<file path="config.mk">
export PLATFORM = sky130hd
export DESIGN_NAME = rgb_to_hsv_pixel
export DESIGN_NICKNAME = d
export VERILOG_FILES = /design/src/rth_pkg.sv /design/src/rgb_to_hsv_pixel.sv
export SDC_FILE = /design/constraint.sdc
export NUM_CORES = 1
export LEC_CHECK = 0
export BUFFER_PORTS_ARGS = -buffer_cell sky130_fd_sc_hd__buf_2
export CAP_MARGIN = 10
export CORE_MARGIN = 2
export CORE_UTILIZATION = 50
export DETAILED_ROUTE_END_ITERATION = 8
export PLACE_DENSITY = 0.78
export SYNTH_ARGS = -nofsm -noshare
export SYNTH_HDL_FRONTEND = slang
export SYNTH_SLANG_ARGS = --single-unit
</file>
<file path="constraint.sdc">
create_clock -name clock -period 17.2 [get_ports clock]
set_input_delay 5.16 -clock clock [delete_from_list [all_inputs] [get_ports clock]]
set_output_delay 5.16 -clock clock [all_outputs]
set_load 0.02 [all_outputs]
</file>
<file path="src/rth_pkg.sv">
// ----------------------------------------------------------------------------
// rth_pkg: shared types and constants for the RGB to HSV pixel converter
// Channel widths, divider geometry and the hue sector codes.
// ----------------------------------------------------------------------------
package rth_pkg;

   localparam int PIX_W       = 8;             // one color channel
   localparam int QUO_W       = 8;             // hue_half and saturation
   localparam int DIV_STEPS   = QUO_W;         // one quotient bit per stage
   localparam int DIFF_W      = PIX_W + 1;     // signed channel difference
   localparam int HUE_BASE_W  = PIX_W + 2;     // up to 4*delta
   localparam int HUE_SUM_W   = PIX_W + 4;     // base + difference, signed
   localparam int HUE_NUM_W   = PIX_W + 11;    // 60*sum and wrapped value, signed
   localparam int HUE_WRAP_W  = PIX_W + 9;     // 360*delta
   localparam int HUE_REM_W   = PIX_W + 9;     // non-negative hue numerator
   localparam int HUE_DIV_W   = PIX_W + 1;     // 2*delta
   localparam int SAT_REM_W   = 2 * PIX_W;     // 255*delta

   localparam int HUE_STEP_DEG = 60;
   localparam int HUE_FULL_DEG = 360;
   localparam int HUE_HALF_MAX = 179;

   typedef enum logic [1:0] {
      SECTOR_RED,
      SECTOR_GREEN,
      SECTOR_BLUE
   } sector_type;

endpackage

</file>
<file path="src/rgb_to_hsv_pixel.sv">
// ----------------------------------------------------------------------------
// rgb_to_hsv_pixel: pipelined 8-bit RGB to HSV pixel converter
// Max/min and sector pick, hue and saturation numerators, then two
// restoring dividers that retire one quotient bit per stage.
// ----------------------------------------------------------------------------
//
//   channel   direction   handshake               payload
//   req_      in          req_valid / req_stall   req_blue, req_green, req_red
//   rsp_      out         rsp_valid / rsp_stall   rsp_hue_half, rsp_saturation,
//                                                 rsp_brightness
//
// One item per clock sustained while rsp_stall stays low; ten register stages
// (max/min stage, numerator stage, eight divider bit stages).
// The divider stages set the depth: one compare-subtract per quotient bit.
// Reset (synchronous) clears all stage valid bits; no clearing pass.
// A stall on rsp_ holds the output; earlier stages keep filling bubbles,
// so req_stall rises only once every stage holds an item.
// ----------------------------------------------------------------------------
module rgb_to_hsv_pixel (
   input  logic                       clock,
   input  logic                       reset,
   input  logic                       req_valid,
   output logic                       req_stall,
   input  logic [rth_pkg::PIX_W-1:0]  req_blue,
   input  logic [rth_pkg::PIX_W-1:0]  req_green,
   input  logic [rth_pkg::PIX_W-1:0]  req_red,
   output logic                       rsp_valid,
   input  logic                       rsp_stall,
   output logic [rth_pkg::QUO_W-1:0]  rsp_hue_half,
   output logic [rth_pkg::QUO_W-1:0]  rsp_saturation,
   output logic [rth_pkg::PIX_W-1:0]  rsp_brightness
);

   localparam int PIX_W      = rth_pkg::PIX_W;
   localparam int QUO_W      = rth_pkg::QUO_W;
   localparam int DIV_STEPS  = rth_pkg::DIV_STEPS;
   localparam int DIFF_W     = rth_pkg::DIFF_W;
   localparam int HUE_BASE_W = rth_pkg::HUE_BASE_W;
   localparam int HUE_SUM_W  = rth_pkg::HUE_SUM_W;
   localparam int HUE_NUM_W  = rth_pkg::HUE_NUM_W;
   localparam int HUE_WRAP_W = rth_pkg::HUE_WRAP_W;
   localparam int HUE_REM_W  = rth_pkg::HUE_REM_W;
   localparam int HUE_DIV_W  = rth_pkg::HUE_DIV_W;
   localparam int SAT_REM_W  = rth_pkg::SAT_REM_W;

   // ---------------- stage A: max, min, sector ----------------
   logic                       a_vld_ff;
   logic                       a_en;
   logic [PIX_W-1:0]           a_mx_in, a_mx_ff;
   logic [PIX_W-1:0]           a_mn;
   logic [PIX_W-1:0]           a_delta_in, a_delta_ff;
   rth_pkg::sector_type        a_sector_in, a_sector_ff;
   logic signed [DIFF_W-1:0]   a_diff_in, a_diff_ff;

   // ---------------- stage B and divider stages ----------------
   logic                       vld_ff [0:DIV_STEPS];
   logic                       en     [0:DIV_STEPS];
   logic [PIX_W-1:0]           mx_ff  [0:DIV_STEPS];
   logic [QUO_W-1:0]           sat_q_ff [0:DIV_STEPS];
   logic [QUO_W-1:0]           hue_q_ff [0:DIV_STEPS];
   logic [SAT_REM_W-1:0]       sat_rem_ff [0:DIV_STEPS-1];
   logic [PIX_W-1:0]           sat_div_ff [0:DIV_STEPS-1];
   logic [HUE_REM_W-1:0]       hue_rem_ff [0:DIV_STEPS-1];
   logic [HUE_DIV_W-1:0]       hue_div_ff [0:DIV_STEPS-1];

   logic [HUE_BASE_W-1:0]      hue_base;
   logic signed [HUE_SUM_W-1:0]  hue_sum;
   logic signed [HUE_NUM_W-1:0]  hue_num;
   logic signed [HUE_NUM_W-1:0]  hue_wrap;
   logic signed [HUE_NUM_W-1:0]  hue_adj;
   logic [HUE_REM_W-1:0]       b_hue_rem_in;
   logic [HUE_DIV_W-1:0]       b_hue_div_in;
   logic [SAT_REM_W-1:0]       b_sat_rem_in;
   logic [PIX_W-1:0]           b_sat_div_in;

   // Ready ripples back from the output; a stage loads when it is empty
   // or the stage after it moves.
   always_comb begin
      en[DIV_STEPS] = !vld_ff[DIV_STEPS] || !rsp_stall;
      for (int i = DIV_STEPS - 1; i >= 0; i--) begin
         en[i] = !vld_ff[i] || en[i+1];
      end
      a_en = !a_vld_ff || en[0];
   end

   assign req_stall = !a_en;

   // Ties: red beats green, green beats blue.
   always_comb begin
      a_mx_in = req_red;
      if (req_green > a_mx_in) a_mx_in = req_green;
      if (req_blue > a_mx_in)  a_mx_in = req_blue;
      a_mn = req_red;
      if (req_green < a_mn) a_mn = req_green;
      if (req_blue < a_mn)  a_mn = req_blue;
      a_delta_in = a_mx_in - a_mn;
      if (a_mx_in == req_red) begin
         a_sector_in = rth_pkg::SECTOR_RED;
         a_diff_in   = $signed({1'b0, req_green}) - $signed({1'b0, req_blue});
      end else if (a_mx_in == req_green) begin
         a_sector_in = rth_pkg::SECTOR_GREEN;
         a_diff_in   = $signed({1'b0, req_blue}) - $signed({1'b0, req_red});
      end else begin
         a_sector_in = rth_pkg::SECTOR_BLUE;
         a_diff_in   = $signed({1'b0, req_red}) - $signed({1'b0, req_green});
      end
   end

   always_ff @(posedge clock) begin
      if (reset) begin
         a_vld_ff <= 1'b0;
      end else if (a_en) begin
         a_vld_ff <= req_valid;
      end
   end

   always_ff @(posedge clock) begin
      if (a_en) begin
         a_mx_ff     <= a_mx_in;
         a_delta_ff  <= a_delta_in;
         a_sector_ff <= a_sector_in;
         a_diff_ff   <= a_diff_in;
      end
   end

   // Hue numerator 60*(2*sector*delta + diff), wrapped by 360*delta if negative.
   always_comb begin
      case (a_sector_ff)
         rth_pkg::SECTOR_RED:   hue_base = '0;
         rth_pkg::SECTOR_GREEN: hue_base = {1'b0, a_delta_ff, 1'b0};
         rth_pkg::SECTOR_BLUE:  hue_base = {a_delta_ff, 2'b00};
         default:               hue_base = '0;
      endcase
      hue_sum  = $signed({2'b00, hue_base}) + HUE_SUM_W'(a_diff_ff);
      hue_num  = HUE_NUM_W'(hue_sum) * HUE_NUM_W'(rth_pkg::HUE_STEP_DEG);
      hue_wrap = $signed({2'b00, HUE_WRAP_W'(a_delta_ff) *
                                 HUE_WRAP_W'(rth_pkg::HUE_FULL_DEG)});
      hue_adj  = hue_num[HUE_NUM_W-1] ? hue_num + hue_wrap : hue_num;
      b_hue_rem_in = hue_adj[HUE_REM_W-1:0];
      // Grey pixels have a zero numerator; a unit divisor gives hue 0.
      b_hue_div_in = (a_delta_ff == '0) ? HUE_DIV_W'(1) : {a_delta_ff, 1'b0};
      b_sat_rem_in = {a_delta_ff, {PIX_W{1'b0}}} - {{PIX_W{1'b0}}, a_delta_ff};
      b_sat_div_in = (a_mx_ff == '0) ? PIX_W'(1) : a_mx_ff;
   end

   always_ff @(posedge clock) begin
      if (reset) begin
         vld_ff[0] <= 1'b0;
      end else if (en[0]) begin
         vld_ff[0] <= a_vld_ff;
      end
   end

   always_ff @(posedge clock) begin
      if (en[0]) begin
         mx_ff[0]      <= a_mx_ff;
         sat_q_ff[0]   <= '0;
         hue_q_ff[0]   <= '0;
         sat_rem_ff[0] <= b_sat_rem_in;
         sat_div_ff[0] <= b_sat_div_in;
         hue_rem_ff[0] <= b_hue_rem_in;
         hue_div_ff[0] <= b_hue_div_in;
      end
   end

   // Restoring division, most significant quotient bit first.
   for (genvar i = 1; i <= DIV_STEPS; i++) begin : g_div
      localparam int Shift = DIV_STEPS - i;

      logic [SAT_REM_W:0] sat_sub;
      logic [HUE_REM_W:0] hue_sub;
      logic               sat_take;
      logic               hue_take;

      assign sat_sub  = {1'b0, sat_rem_ff[i-1]} -
                        ((SAT_REM_W+1)'(sat_div_ff[i-1]) << Shift);
      assign hue_sub  = {1'b0, hue_rem_ff[i-1]} -
                        ((HUE_REM_W+1)'(hue_div_ff[i-1]) << Shift);
      assign sat_take = !sat_sub[SAT_REM_W];
      assign hue_take = !hue_sub[HUE_REM_W];

      always_ff @(posedge clock) begin
         if (reset) begin
            vld_ff[i] <= 1'b0;
         end else if (en[i]) begin
            vld_ff[i] <= vld_ff[i-1];
         end
      end

      always_ff @(posedge clock) begin
         if (en[i]) begin
            mx_ff[i]    <= mx_ff[i-1];
            sat_q_ff[i] <= sat_q_ff[i-1] | (QUO_W'(sat_take) << Shift);
            hue_q_ff[i] <= hue_q_ff[i-1] | (QUO_W'(hue_take) << Shift);
         end
      end

      if (i < DIV_STEPS) begin : g_rem
         always_ff @(posedge clock) begin
            if (en[i]) begin
               sat_rem_ff[i] <= sat_take ? sat_sub[SAT_REM_W-1:0] : sat_rem_ff[i-1];
               hue_rem_ff[i] <= hue_take ? hue_sub[HUE_REM_W-1:0] : hue_rem_ff[i-1];
               sat_div_ff[i] <= sat_div_ff[i-1];
               hue_div_ff[i] <= hue_div_ff[i-1];
            end
         end
      end
   end

   assign rsp_valid      = vld_ff[DIV_STEPS];
   assign rsp_hue_half   = hue_q_ff[DIV_STEPS];
   assign rsp_saturation = sat_q_ff[DIV_STEPS];
   assign rsp_brightness = mx_ff[DIV_STEPS];

endmodule

</file>
[Word-level counts from Yosys, hierarchy flattened]
Memories as Yosys holds them, arrays and structs flattened.
Index checks and enable logic that the tools add are counted.
Word-level totals
  register bits after elaboration: 28
  memory bits (writable): 625
  input port bits: 28
  output and inout bits: 26
  word-level logic and storage cells: 183
  memories kept: 8
Operators by class
  add/subtract/negate cells: 23
  multipliers: 2
  magnitude comparators: 4
  equal/unequal tests: 4
  multiplexer cells: 72
  bitwise operators: 25
  reductions and logical operators: 40
Memory list
  hue_rem_ff: depth 8, width 17, read ports 8, clocked after Yosys merged registers in 0, write ports 8, line rgb_to_hsv_pixel.sv:63  | logic [HUE_REM_W-1:0] hue_rem_ff [0:DIV_STEPS-1];
  sat_rem_ff: depth 8, width 16, read ports 8, clocked after Yosys merged registers in 0, write ports 8, line rgb_to_hsv_pixel.sv:61  | logic [SAT_REM_W-1:0] sat_rem_ff [0:DIV_STEPS-1];
  hue_div_ff: depth 8, width 9, read ports 8, clocked after Yosys merged registers in 0, write ports 8, line rgb_to_hsv_pixel.sv:64  | logic [HUE_DIV_W-1:0] hue_div_ff [0:DIV_STEPS-1];
  hue_q_ff: depth 9, width 8, read ports 9, clocked after Yosys merged registers in 0, write ports 9, line rgb_to_hsv_pixel.sv:60  | logic [QUO_W-1:0] hue_q_ff [0:DIV_STEPS];
  mx_ff: depth 9, width 8, read ports 9, clocked after Yosys merged registers in 0, write ports 9, line rgb_to_hsv_pixel.sv:58  | logic [PIX_W-1:0] mx_ff [0:DIV_STEPS];
  sat_q_ff: depth 9, width 8, read ports 9, clocked after Yosys merged registers in 0, write ports 9, line rgb_to_hsv_pixel.sv:59  | logic [QUO_W-1:0] sat_q_ff [0:DIV_STEPS];
  +2 memories
Operators by type and width (number)
  $mux W17: 8
  $mux W16: 7
  $mux W1: 47
  $mux W8: 5
  $logic_not A1 Y1: 28
  $mux W9: 3
  $sub A8 B8 Y9: 3
  $pmux W10 S2: 1
  $sub A17 B10 Y18: 1
  $sub A17 B11 Y18: 1
  $sub A17 B12 Y18: 1
  $sub A17 B13 Y18: 1
  $sub A17 B14 Y18: 1
  $sub A17 B15 Y18: 1
  $sub A17 B16 Y18: 1
  $sub A17 B9 Y18: 1
  $add A17 B17 Y17: 1
  $mul A12 B5 Y17 const B: 1
  $sub A16 B10 Y17: 1
  $sub A16 B11 Y17: 1
  $sub A16 B12 Y17: 1
  $sub A16 B13 Y17: 1
  $sub A16 B14 Y17: 1
  $sub A16 B15 Y17: 1
  23 further kinds: 52

[Logic depth before layout (Yosys ltp)]
Gate-level depths: netlist (run 1).
An unclocked memory read counts as a cell.
  word-level depth: 15
  depth in mapped cells: 31

[Worst setup path after synthesis (run 1)]
OpenSTA, ideal clock, no wires.
  kind: in2out
  start: input port rsp_stall
  end: output port req_stall
  data arrival time: 9.147 ns
  slack: 2.893 ns
  stages on the path: 7
  buffers on the path: 0
  cells stage by stage: and3_1 > and3_1 > and2_0 > nand3_1 > nor2_1 > nand3_1 > inv_1
RTL lines
  from (decl): line rgb_to_hsv_pixel.sv:28  | input logic rsp_stall,
  to (decl): line rgb_to_hsv_pixel.sv:23  | output logic req_stall,

==> results of run 1 <==
placed cells by master (no fill, tap or decap), types with 13 or more instances in the layout:
master and count:
nor4_1 13, a21boi_0 47, nand2_1 129, nor2b_1 53, nor2_1 201, xor2_1 56
xnor2_1 114, buf_4 14, nand2b_1 43, buf_2 53, mux2i_1 27, a21o_1 59
nor3_1 30, o21ai_0 142, or3_1 13, fa_1 46, a21oi_1 138, inv_1 327
mux2_2 31, clkbuf_16 56, nand3_1 32, o31ai_1 24, o21a_1 22, ha_1 261
edfxtp_1 565
routing by layer:
| layer | up-vias | global-route usage [%] | wire length (um) |
|---|---|---|---|
| met1 | 9064 | 19.9 | 22400 |
| met3 | 111 | 2.05 | 1830 |
| met4 | 2 | 6.39 | 1580 |
| li1 | 9434 | - | - |
| met5 | - | 0 | 7 |
| met2 | 358 | 32.8 | 28900 |
worst max-delay path by stage:
| stage | from | end | slack, ps | cells past startpoint |
|---|---|---|---|---|
| after floorplan | rsp_stall | req_stall | 2890 | 7 |
| after global placement | rsp_stall | req_stall | 4300 | 11 |
| after detailed placement | rsp_stall | req_stall | 4250 | 11 |
| after CTS | rsp_stall | req_stall | 4160 | 11 |
| after global routing | rsp_stall | req_stall | 3950 | 11 |
| final | rsp_stall | req_stall | 4170 | 11 |
flip-flops by register name, indices dropped and copies added (netlist names):
register and flops:
hue_rem_ff 121, sat_q_ff 36, a_vld_ff 1, a_diff_ff 9
sat_rem_ff 128, vld_ff 9, hue_q_ff 36, hue_div_ff 72
a_mx_ff 8, sat_div_ff 64, mx_ff 72, a_delta_ff 8
a_sector_ff 2
stage by stage:
step / util (%) / hold slack, ps / setup WS [ps]
after floorplan: - / 400 / 2890
after global placement: 52.5 / 405 / 4300
after detailed placement: 52.5 / 405 / 4250
after CTS: 55.4 / 406 / 4160
after global routing: 55.4 / 422 / 3950
final: 55.4 / 402 / 4170
Yosys cell counts (8+ instances only):
library cell	number	share of area, %
and3_1	8	0.16
nor2b_1	53	1.1
nor3_1	30	0.48
xnor2_1	114	3.2
or2_2	10	0.20
nand3_1	33	0.53
o21bai_1	8	0.19
clkbuf_1	46	0.55
a21o_1	59	1.4
nand2_1	131	1.6
and2_1	11	0.22
buf_4	8	0.19
nand2b_1	43	0.86
nor4_1	13	0.26
mux2i_1	27	0.86
edfxtp_1	565	54
a21oi_1	138	2.2
or3_1	13	0.26
o221ai_1	9	0.25
nor2_1	201	2.4
o31ai_1	24	0.58
inv_1	332	4.0
mux2_4	10	0.48
fa_1	46	2.9
o21ai_0	142	2.3
ha_1	261	10
a21boi_0	47	1.1
o21a_1	22	0.53
xor2_1	56	1.6
nor3b_1	11	0.26
mux2_2	31	1.1
a211oi_1	10	0.24
final cells by class:
class	instances	area (um2)
well taps	837	1050
clock buffers	66	1440
flip-flops and latches	566	17000
fillers	4852	27600
repair buffers	67	370
multi-input cells	1664	12800
inverters	334	1250
clock inverters	33	374
logic make-up after synthesis:
logic type,Yosys count,synth area share [%]
and+or+nand+nor,598,9.43
DFF,566,54.3
AOI/OAI and AO/OA,518,10.6
buffers and inverters,394,4.87
adders and majority gates,307,13.4
xor gates and xnor gates,173,4.98
muxes,68,2.46
worst max-delay path, stage by stage:
cell	delay, ps
buf_2	100
and3_1	220
and3_1	270
and2_0	320
nand3_2	150
buf_4	590
nor2_1	240
nand3_1	150
buf_4	360
inv_1	110
buf_2	180
==> results.ini, run 1 <==
[timing]
finClkSkew_ps=31.1
worstMarginPinSlew_ps=1080
finalSetupViolations=0
fin_tns_setup_ps=0
period_needed_ps=13030
hold_viol_final=0
fmax_mhz=76.7
slew_headroom_pct=28.1
slew_viol_final=0
grt_setup_unrepaired=false
post-route-period-util_pct=75.8

[route]
vias=19000
routed_wl_mm=54.7
vias_per_cell=5.32
drcViolationCount=0
dr.pass1.iters=5
routedWlPerCell_um=15.3
drtIter0Drc=810
ant_nets=0

[critical_path]
crit_arrival_ps=7870
r2r-start=a_sector_ff[0]$_SDFFCE_PP0N_
ff2ff_path_depth=28
end_kind=primary output
startpoint_type=input port
timing.rr.end=hue_rem_ff[0][16]$_DFFE_PP_
critical_path_class=in -> out
reg2reg_slack_ps=9960
required_ps=12040
crit_fanout=64

[yosys]
ys_async_sr_fraction_pct=0
seq_area_frac_synth_pct=54.3
synthesis.area_mm2=0.0313
synth_edf_count=565
postSynthAreaPerCell_um2=11.9
synth_flop_cell=edfxtp_1
synth_warnings=0
ys_ff_latch=566
synth_nets=2959
synth_cells=2624
yosysUniqueCellTypes=83

[cts]
clockBufferDepth=3
postCtsSetupBuffers=0
post_cts_resized=0
cts_root_buf=clkbuf_16
numClockSinks=566
cts_tree=yes
clkSlewWorstSetupHoldPaths_ps=60
htree_levels=2
cts_buffers=56
hold_buffers=0
clk_latency_ps=630

[placed_design]
place_congestion=0.893
dp_hpwl_mm=40.4
port_buffers=53
place_area_mm2=0.0324
dpl.cell_count=3468

[hold_path]
min_path_cells=0
hp-start=sat_q_ff[3][7]$_DFFE_PP_
holdPathEnd=sat_q_ff[4][7]$_DFFE_PP_
hp-class=reg -> reg

[finish]
instances_no_fill=3567
postLayoutCellArea_mm2=0.0343
diodes=0
drive_gt1_share_pct=8.32
nets=3024
syn2layout_area_growth_pct=9.54

[floorplan]
core_mm2=0.0618
rows=91
start_util_pct=50.6
die_y_um=254
die_w_um=254
num_io_pins=54
dieArea_mm2=0.0646

[global_routing]
antenna_found_initial=1
grt_pass1_wl_mm=91.1
grt_start_max_net_pins=67
grt-ovfl-total=0
grt_pass1_vias=19400
track_usage_pct=17.3

[run_status]
status=finished clean

[run]
maxCapViolCount=0

Power of run 1 is left out: the tool's default activity adds up to more than one toggle a clock period on the data nets, which glitch-free logic cannot reach.
==> run 2, diff against run 1 <==
clock period = 12.9 ns   (was 17.2 ns; I/O delays follow)
==> results.ini, run 2 (synthesis gave the netlist of run 1 again) <==
[cts]
postCtsSetupBuffers=0
cts_buffers=55
numClockSinks=566
htree_levels=2
clk_latency_ps=590
clkSlewWorstSetupHoldPaths_ps=60
clockBufferDepth=3
cts_root_buf=clkbuf_16
hold_buffers=0
post_cts_resized=0
cts_tree=yes

[finish]
final_cell_mix=edfxtp_1, inv_1, ha_1
reg_top3=sat_rem_ff: 128 flops, hue_rem_ff: 121 flops
layout_commonest_cell=edfxtp_1
largest_reg_flops=128
postLayoutCellArea_mm2=0.0343
regMostFlops=sat_rem_ff
diodes=0
nets=3025
drive_gt1_share_pct=8.44
syn2layout_area_growth_pct=9.82
instances_no_fill=3573

[placed_design]
port_buffers=53
place_area_mm2=0.0325
dpl.cell_count=3470
place_congestion=0.875
dp_hpwl_mm=41.0

[critical_path]
crit_fanout=64
end_kind=primary output
path_delay_family=simple AND/OR/NAND/NOR gates
slowest_stage=buf_4
slowest_delay_ps=580
critical_path_class=in -> out
startpoint_type=input port
crit_arrival_ps=6530
path_cells=buf_2 -> and3_1 -> and3_1 -> and2_0 -> nand3_2 -> buf_4 -> nor2_1 -> nand3_1 -> buf_4 -> inv_1 -> buf_2
ff2ff_path_depth=28
required_ps=9030
cp.depth=11
crit_buf_inv=5

[timing]
worstMarginPinSlew_ps=1080
hold_ws_ps=413
grt_setup_unrepaired=false
fin_tns_setup_ps=0
finClkSkew_ps=16.2
finalSetupViolations=0
post-route-period-util_pct=80.6
slew_headroom_pct=27.7
period_needed_ps=10400
slew_viol_final=0
hold_viol_final=0
fmax_mhz=96.1

[global_routing]
grt_start_max_net_pins=72
track_usage_pct=16.9
antenna_found_initial=0
grt-ovfl-total=0
grt_pass1_wl_mm=88.9
grt_pass1_vias=18900

[route]
vias=18900
drcViolationCount=0
dr.pass1.iters=5
routedWlPerCell_um=15.2
vias_per_cell=5.28
routed_wl_mm=54.5
ant_nets=0
drtIter0Drc=873

[floorplan]
die_y_um=254
die_w_um=254
start_util_pct=50.6
num_io_pins=54
dieArea_mm2=0.0646
rows=91
core_mm2=0.0618

[run_status]
status=finished clean

[hold_path]
hp-class=reg -> reg
min_path_cells=0

[run]
maxCapViolCount=0

## run 2: changes by cell type in the layout (fill, tap and decap cells not counted), sizes merged
cell / change
inv: +3
clkinvlp: -1
buf: +2
clkbuf: -5
clkinv: +2
bufinv: +5
## run 2: final timing paths
kind,start,end,slack (ps)
worst min-delay path,mx_ff[7][7]$_DFFE_PP_,mx_ff[8][7]$_DFFE_PP_,410
worst max register to register,a_sector_ff[0]$_SDFFCE_PP0N_,hue_rem_ff[0][16]$_DFFE_PP_,5410
worst min register to register,mx_ff[7][7]$_DFFE_PP_,mx_ff[8][7]$_DFFE_PP_,410
worst max-delay path,rsp_stall,req_stall,2500
## run 2: per-stage QoR
step | worst slack (ps) | util [%]
after floorplan | 1170 | -
after global placement | 2500 | 52.5
after detailed placement | 2490 | 52.5
after CTS | 2460 | 55.6
after global routing | 2260 | 55.6
final | 2500 | 55.6
## run 2: final cells by class
type                            count  area [um2]
Clock buffer                       61        1400
Inverter                          334        1250
Clock inverter                     42         487
Tap cell                          837        1050
Multi-Input combinational cell   1664       12800
Timing Repair Buffer               69         385
Fill cell                        4832       27500
Sequential cell                   566       17000
## run 2: metal layers
| metal | routed length (um) | global-route usage [%] |
|---|---|---|
| met1 | 22200 | 19.1 |
| met2 | 29100 | 32.9 |
| met3 | 1700 | 1.98 |
| met4 | 1450 | 5.50 |
| met5 | 0 | 0 |
Power of run 2 is left out for the same reason.
